--- src/hdl/input_event_ring_queue_unit_macros.svh ---
// ============================================================================
// Input event ring queue: assertion macros
// Shared concurrent assertion forms, sampled on clk and disabled in reset.
// ============================================================================
`ifndef INPUT_EVENT_RING_QUEUE_UNIT_MACROS_SVH
`define INPUT_EVENT_RING_QUEUE_UNIT_MACROS_SVH

// Check that the consequent holds in the same cycle as the antecedent.
`define IEQ_ASSERT_SAME(lbl, ante, cons, msg) \
    lbl: assert property (@(posedge clk) disable iff (!rst_n) (ante) |-> (cons)) \
        else $error(msg);

// Check that the consequent holds in the cycle after the antecedent.
`define IEQ_ASSERT_NEXT(lbl, ante, cons, msg) \
    lbl: assert property (@(posedge clk) disable iff (!rst_n) (ante) |=> (cons)) \
        else $error(msg);

`endif

--- src/hdl/ieq_pkg.sv ---
// ============================================================================
// Input event ring queue package
// Sizes, codes, transaction types and helpers shared by the queue modules.
// ============================================================================
package ieq_pkg;

    // Ring geometry
    localparam int RING_DEPTH = 512;
    localparam int RING_AW    = $clog2(RING_DEPTH);

    // Key bit store: rows of 32 bits
    localparam int KEY_LIMIT    = 767;
    localparam int KEY_ENTRIES  = KEY_LIMIT + 1;
    localparam int KEY_COL_W    = 5;
    localparam int KEY_ROW_BITS = 1 << KEY_COL_W;
    localparam int KEY_ROWS     = (KEY_ENTRIES + KEY_ROW_BITS - 1) / KEY_ROW_BITS;
    localparam int KEY_ROW_W    = (KEY_ROWS > 1) ? $clog2(KEY_ROWS) : 1;

    // Event kinds and marker code
    localparam logic [4:0]  KIND_SYNC    = 5'h00;
    localparam logic [4:0]  KIND_KEY     = 5'h01;
    localparam logic [15:0] CODE_DROPPED = 16'd3;

    typedef enum logic [1:0] {
        CMD_PUSH  = 2'd0,
        CMD_READ  = 2'd1,
        CMD_QUERY = 2'd2,
        CMD_OPEN  = 2'd3
    } cmd_t;

    typedef enum logic [1:0] {
        STAT_EVENT   = 2'd0,
        STAT_DROPPED = 2'd1,
        STAT_EMPTY   = 2'd2,
        STAT_KEY     = 2'd3
    } status_t;

    typedef enum logic {
        ST_IDLE,
        ST_EXEC
    } state_t;

    // Request transaction
    typedef struct packed {
        cmd_t               cmd;
        logic [4:0]         ev_type;
        logic [15:0]        ev_code;
        logic signed [31:0] ev_value;
        logic [31:0]        now_sec;
        logic [19:0]        now_usec;
    } req_t;

    // Response transaction
    typedef struct packed {
        status_t            status;
        logic [4:0]         out_type;
        logic [15:0]        out_code;
        logic signed [31:0] out_value;
        logic [31:0]        out_sec;
        logic [19:0]        out_usec;
        logic               key_down;
    } rsp_t;

    // One ring slot
    typedef struct packed {
        logic [4:0]  ev_type;
        logic [15:0] ev_code;
        logic [31:0] ev_value;
        logic [31:0] sec;
        logic [19:0] usec;
    } ring_entry_t;

    // Key store read request and update
    typedef struct packed {
        logic                 en;
        logic [KEY_ROW_W-1:0] row;
        logic [KEY_COL_W-1:0] col;
    } key_rd_t;

    typedef struct packed {
        logic wr;
        logic val;
    } key_upd_t;

    // Advance a ring slot with wrap at the ring depth
    function automatic logic [RING_AW-1:0] slot_inc(input logic [RING_AW-1:0] s);
        logic [RING_AW-1:0] r;
        if (s == RING_AW'(RING_DEPTH - 1))
        begin
            r = '0;
        end
        else
        begin
            r = s + RING_AW'(1);
        end
        return r;
    endfunction

endpackage

--- src/hdl/ieq_key_store.sv ---
// ============================================================================
// Key bit store
// Row memory of key bits with per-row valid flags cleared at reset.
// ============================================================================
module ieq_key_store
    import ieq_pkg::*;
(
    input  logic     clk,
    input  logic     rst_n,
    input  key_rd_t  rd,
    input  key_upd_t upd,
    output logic     key_bit
);

    logic [KEY_ROW_BITS-1:0] mem [KEY_ROWS];
    logic [KEY_ROW_BITS-1:0] rd_data_reg;
    logic [KEY_ROW_W-1:0]    row_reg;
    logic [KEY_COL_W-1:0]    col_reg;
    logic                    rd_hit_reg;
    logic [KEY_ROWS-1:0]     row_valid_reg;
    logic [KEY_ROWS-1:0]     row_valid_next;
    logic [KEY_ROW_BITS-1:0] eff_row;
    logic [KEY_ROW_BITS-1:0] new_row;

    // Fetch the addressed row
    always_ff @(posedge clk)
    begin
        if (rd.en)
        begin
            rd_data_reg <= mem[rd.row];
            row_reg     <= rd.row;
            col_reg     <= rd.col;
        end
    end

    // Capture whether the fetched row was ever written
    always_ff @(posedge clk or negedge rst_n)
    begin
        if (!rst_n)
        begin
            rd_hit_reg    <= 1'b0;
            row_valid_reg <= '0;
        end
        else
        begin
            if (rd.en)
            begin
                rd_hit_reg <= row_valid_reg[rd.row];
            end
            row_valid_reg <= row_valid_next;
        end
    end

    // Treat an unwritten row as all released
    always_comb
    begin
        eff_row          = rd_hit_reg ? rd_data_reg : '0;
        new_row          = eff_row;
        new_row[col_reg] = upd.val;
        row_valid_next   = row_valid_reg;
        if (upd.wr)
        begin
            row_valid_next[row_reg] = 1'b1;
        end
    end

    // Write back the modified row
    always_ff @(posedge clk)
    begin
        if (upd.wr)
        begin
            mem[row_reg] <= new_row;
        end
    end

    assign key_bit = eff_row[col_reg];

endmodule

--- config.mk ---
export PLATFORM = sky130hd
export DESIGN_NAME = ieq_key_store
export DESIGN_NICKNAME = d
export VERILOG_FILES = /design/src/hdl/input_event_ring_queue_unit_macros.svh /design/src/hdl/ieq_pkg.sv /design/src/hdl/ieq_key_store.sv
export SDC_FILE = /design/constraint.sdc
export NUM_CORES = 1
export LEC_CHECK = 0
export BUFFER_PORTS_ARGS = -buffer_cell sky130_fd_sc_hd__buf_2
export CORE_MARGIN = 2
export CORE_UTILIZATION = 45
export CTS_BUF_LIST = sky130_fd_sc_hd__clkbuf_2
export CTS_CLUSTER_DIAMETER = 150
export DETAILED_ROUTE_END_ITERATION = 16
export PLACE_DENSITY = 0.73
export SLEW_MARGIN = 20
export SYNTH_ARGS = -nofsm -noshare
export SYNTH_HDL_FRONTEND = slang
export SYNTH_SLANG_ARGS = --single-unit
--- constraint.sdc ---
create_clock -name clk -period 2.8 [get_ports clk]
set_input_delay 0.28 -clock clk [delete_from_list [all_inputs] [get_ports clk]]
set_output_delay 0.28 -clock clk [all_outputs]
set_load 0.005 [all_outputs]
-- Word-level counts from Yosys, hierarchy flattened
Memory sizes are Yosys's and may differ from the RTL's. A register that Yosys moved wholly into a read port is not among the register bits.
Index checks and enable logic that the tools add are counted.
- bitwise operators: 1
- $mul: 0
- magnitude comparators: 5
- reduce and logical (&&, ||, !) cells: 2
- muxes and demuxes: 12
- add/sub/neg operators: 0
- shift-type cells: 0
- divide/modulo/power cells: 0
- eq/ne operators: 0
- operator list (cell ; number):
    32-bit bitwise mux ; 1
    32-bit 2-to-1 mux ; 1
    24-bit OR ; 1
    5-bit by 6-bit less-than comparator with 1-bit output, second input constant ; 3
    1-bit binary-select mux with 5-bit select ; 2
    1-bit demux with 5-bit select ; 2
    5-bit by 1-bit greater-or-equal comparator with 1-bit output, second input constant ; 2
    1-bit 2-to-1 mux ; 6
    1-bit logical AND ; 2
- register bits: 35
- input port bits: 15
- latch bits: 0
- memory bits (read-only): 0
- word-level logic and storage cells: 25
- output and inout port bits: 1
- memories kept: 1
- memory bits (writable): 768
- memory list (name ; words ; width ; rd ports ; clocked after memory_dff ; wr ports ; RTL line ; source):
    mem ; 24 ; 32 ; 1 ; 1 ; 1 ; ieq_key_store.sv:15 ; logic [KEY_ROW_BITS-1:0] mem [KEY_ROWS];

-- Logic depth before layout (Yosys ltp)
- depth after elaboration: 5
- mapped depth: 8
- depth with buffers taken out: 4

-- Least setup slack after synthesis
Ideal clock, no wire load.
- kind: register -> register
- from: register row_reg[0]
- to: memory mem[20][0] in the netlist's numbering, enable pin
- data arrival time: 2.405 ns
- slack: -0.027 ns
- required time: 2.378 ns
- stages on the path, launching flop included: 4
- setup time: 0.422 ns
- clock period less this slack: 2.827 ns
- buffers on the path: 1
- cells stage by stage: edfxtp_1 -> or3b_2 -> clkbuf_1 -> nor2_1
- RTL lines (what ; RTL line ; source):
    start: declaration ; ieq_key_store.sv:17 ; logic [KEY_ROW_W-1:0] row_reg;
    start signal: assignment ; ieq_key_store.sv:31 ; row_reg <= rd.row;
    end: declaration ; ieq_key_store.sv:15 ;
No word-level cell before the write port.

-- Worst setup path in the final report
- from: register rd_data_reg[2], read port of mem
- to: output key_bit
- cells in the longest elaborated chain, start to end: 3
- ends and longest elaborated chain (what ; RTL line ; source):
    start: declaration ; ieq_key_store.sv:16 ; logic [KEY_ROW_BITS-1:0] rd_data_reg;
    32-bit 2-to-1 mux ; ieq_key_store.sv:57 ; eff_row = rd_hit_reg ? rd_data_reg : '0;
    1-bit binary-select mux with 5-bit select ; ieq_key_store.sv:76 ; assign key_bit = eff_row[col_reg];
    1-bit 2-to-1 mux (not written as such) ; ieq_key_store.sv:76 ;
    end: declaration ; ieq_key_store.sv:12 ; output logic key_bit
No other way between the ends. The select of a mux whose other input is x is not followed.

==> impl_metrics.tcl <==
set metrics [dict create \
    status "finished with violations" \
    violations "setup timing" \
    synth_cell_types 39 \
    antenna_left 0 \
    setup_violations 2 \
    grt_pass1_vias 17838 \
    slew_violations 0 \
    initial_core_util_pct 45.31 \
    postPlaceCellArea_sq_um 35200 \
    clockRootBuffer "clkbuf_2" \
    yosysWarningCount 0 \
    grt_pass1_wl_microns 116200 \
    placed_cells 2628 \
    hold_path.class "input pin to asynchronous set/reset pin" \
    fin_crit_sh_pct 131.6 \
    clkSinkCount 835 \
    post-route-util_pct 51.10 \
    nets 1912 \
    syn-num-nets 1661 \
    firstDrtPassIters 5 \
    boundaryPins 16 \
    wl_per_cell_microns 26.39 \
    finalHoldViolations 0 \
    max_freq_mhz 271.5 \
    cts.path.max_buffers 3 \
    grt_antenna_before_repair 3 \
    max-slew-margin-rel_pct 31.37 \
    die_w_microns 274.8 \
    die_h_microns 274.8 \
    htree_levels 4 \
    leakagePower_nw 12.47 \
    worst-endpoint-arrival_ns 3.40 \
    place.gp.congestion 0.8751 \
    finalNonFillerCells 2998 \
    vdd_ir_drop_max_uv 281.5 \
    io_buffers 15 \
    drc 0 \
    grt_max_degree 49 \
    finalInstanceArea_sq_um 37220 \
    viasPerCell 5.910 \
    finalSetupTns_ns -0.8946 \
    layout_common_cells "edfxtp_1, clkbuf_2, mux4_2, mux2_2, buf_4" \
    track_usage_pct 21.34 \
    largest_register_ffs 768 \
    final_common_cell "edfxtp_1" \
    max_slew.worst_pin.slew_ns 1.026 \
    min_period_ns 3.684 \
    area_growth_pct 12.78 \
    synthFlopType "edfxtp_1" \
    ys_ff_latch 835 \
    cts_buffers 194 \
    worstSetupEndpointType "output pin" \
    clk_pin_slew_ns 0.11 \
    die-area_sq_um 75520 \
    overflow 0 \
    power_density_nw_per_um2 642.3 \
    hpwl_microns 44960 \
    first_iter_violations 2351 \
    rsz0062_at_grt "true" \
    synth_edf_count 810 \
    crit_path_max_fanout 2 \
    core_sq_um 72830 \
    max_cap_viol_count 0 \
    synthCells 1646 \
    rows 99 \
    clk_latency_ns 1.34 \
    setup_slack_ns -0.8838 \
    cp-start-kind "register" \
    drive_gt1_share_pct 36.30 \
    required_ns 2.52 \
    num_vias 17718 \
    wirelength_microns 79100 \
    synth.cell_area_sq_um 33000 \
    synthArstFlopShare_pct 2.994 \
    ys_seq_area_share_pct 75.60 \
    criticalPathCategory "register to output pin" \
    fin_skew_ns 0.1014 \
    cts_tree "done" \
    syn_area_per_cell_sq_um 20.05 \
]
## metal layers
metal	GRT usage (%)	wire (microns)	up-vias
met2	32.71	37830	1042
met5	0	13	-
met3	5.220	8362	123
li1	-	-	7419
met1	29.47	30930	9132
met4	8.905	1959	2
## timing repair
action | in CTS | in global routing
pin swaps | 0 | 1
resized for setup | 1 | 0
gates cloned | 0 | 0
hold buffers | 30 | 1
endpoints found under the setup margin | 1 | 1
setup buffers | 1 | 0
hold endpoints to repair | 1462 | 25
## critical path, cell delays in order, from the launching register on
cell and delay (ns):
edfxtp_1 0.51, mux4_2 0.50, mux2_2 0.28, a222oi_1 0.35, o221ai_2 0.24, buf_2 0.18
## metrics by stage
stage          setup slack, ns  total power, W  hold WS (ns)
3_3_place_gp            0.2047         0.01652        0.2804
6_report               -0.8838         0.02391        0.1121
3_5_place_dp            0.2321         0.01662        0.3023
4_1_cts                 -1.096         0.02409       0.01027
2_1_floorplan         -0.02736         0.01588      -0.01559
5_1_grt                 -1.083         0.02485     0.0003539
## layout make-up
type / instances / area (sq um)
Antenna cell: 6 / 15.01
Clock buffer: 277 / 1386
Clock inverter: 55 / 296.5
Fill cell: 5707 / 35620
Inverter: 1 / 3.754
Multi-Input combinational cell: 713 / 7759
Sequential cell: 835 / 24950
Tap cell: 959 / 1200
Timing Repair Buffer: 152 / 1610
## final timing paths
| kind | from | to | slack [ns] | cells past startpoint |
|---|---|---|---|---|
| worst min register to register | row_valid_reg[14] | row_valid_reg[14] | 0.47 | 1 |
| worst max-delay path | rd_data_reg[2] | key_bit | -0.88 | 5 |
| min in group clk | rd[8] | rd_data_reg[19] | 0.24 | 5 |
| worst min-delay path | rst_n | row_valid_reg[0] | 0.11 | 4 |
| max in group asynchronous | rst_n | row_valid_reg[15] | 2.30 | 4 |
| worst max register to register | col_reg[1] | mem[13][19] | 0.35 | 5 |
## cell usage after synthesis, types with 3 or more instances
library cell | number | area (sq um)
o21ai_0 | 26 | 130.1
a22oi_1 | 27 | 202.7
nand2_1 | 61 | 229.0
nand3_1 | 41 | 205.2
buf_1 | 10 | 37.54
mux2_2 | 111 | 1250
a21oi_1 | 31 | 155.2
o311ai_0 | 4 | 35.03
o31ai_1 | 26 | 195.2
a31o_2 | 5 | 43.79
o221ai_1 | 7 | 61.31
clkbuf_1 | 50 | 187.7
dfrtp_1 | 25 | 625.6
o21bai_1 | 26 | 195.2
buf_6 | 9 | 101.4
o211ai_1 | 12 | 90.09
nor2_1 | 31 | 116.4
mux2i_1 | 71 | 710.7
or2_2 | 24 | 150.1
nor2b_1 | 4 | 25.02
buf_4 | 8 | 60.06
edfxtp_1 | 810 | 24320
nand2b_1 | 3 | 18.77
o22ai_1 | 29 | 181.4
buf_2 | 20 | 100.1
and2_1 | 5 | 31.28
mux4_2 | 151 | 3401
nand3b_1 | 6 | 45.04
## power breakdown
part	internal (W)	total (W)	switching, W	leakage (nW)
registers	0.0143	0.0144	0.000152	7.74
clock network	0.00284	0.00750	0.00466	1.29
logic	0.000752	0.00197	0.00122	3.44
total	0.0179	0.0239	0.00603	12.5
## kinds of logic (layout without fill, tap and decap cells)
group	after synthesis	count (layout)	synth area share, %
and+or+nand+nor	183	183	2.658
other	0	6	0
buffers and inverters	98	485	1.486
AOI/OAI and AO/OA	197	197	4.011
muxes	333	333	16.25
DFF	835	835	75.60
Power figures use the tool's default switching activity.
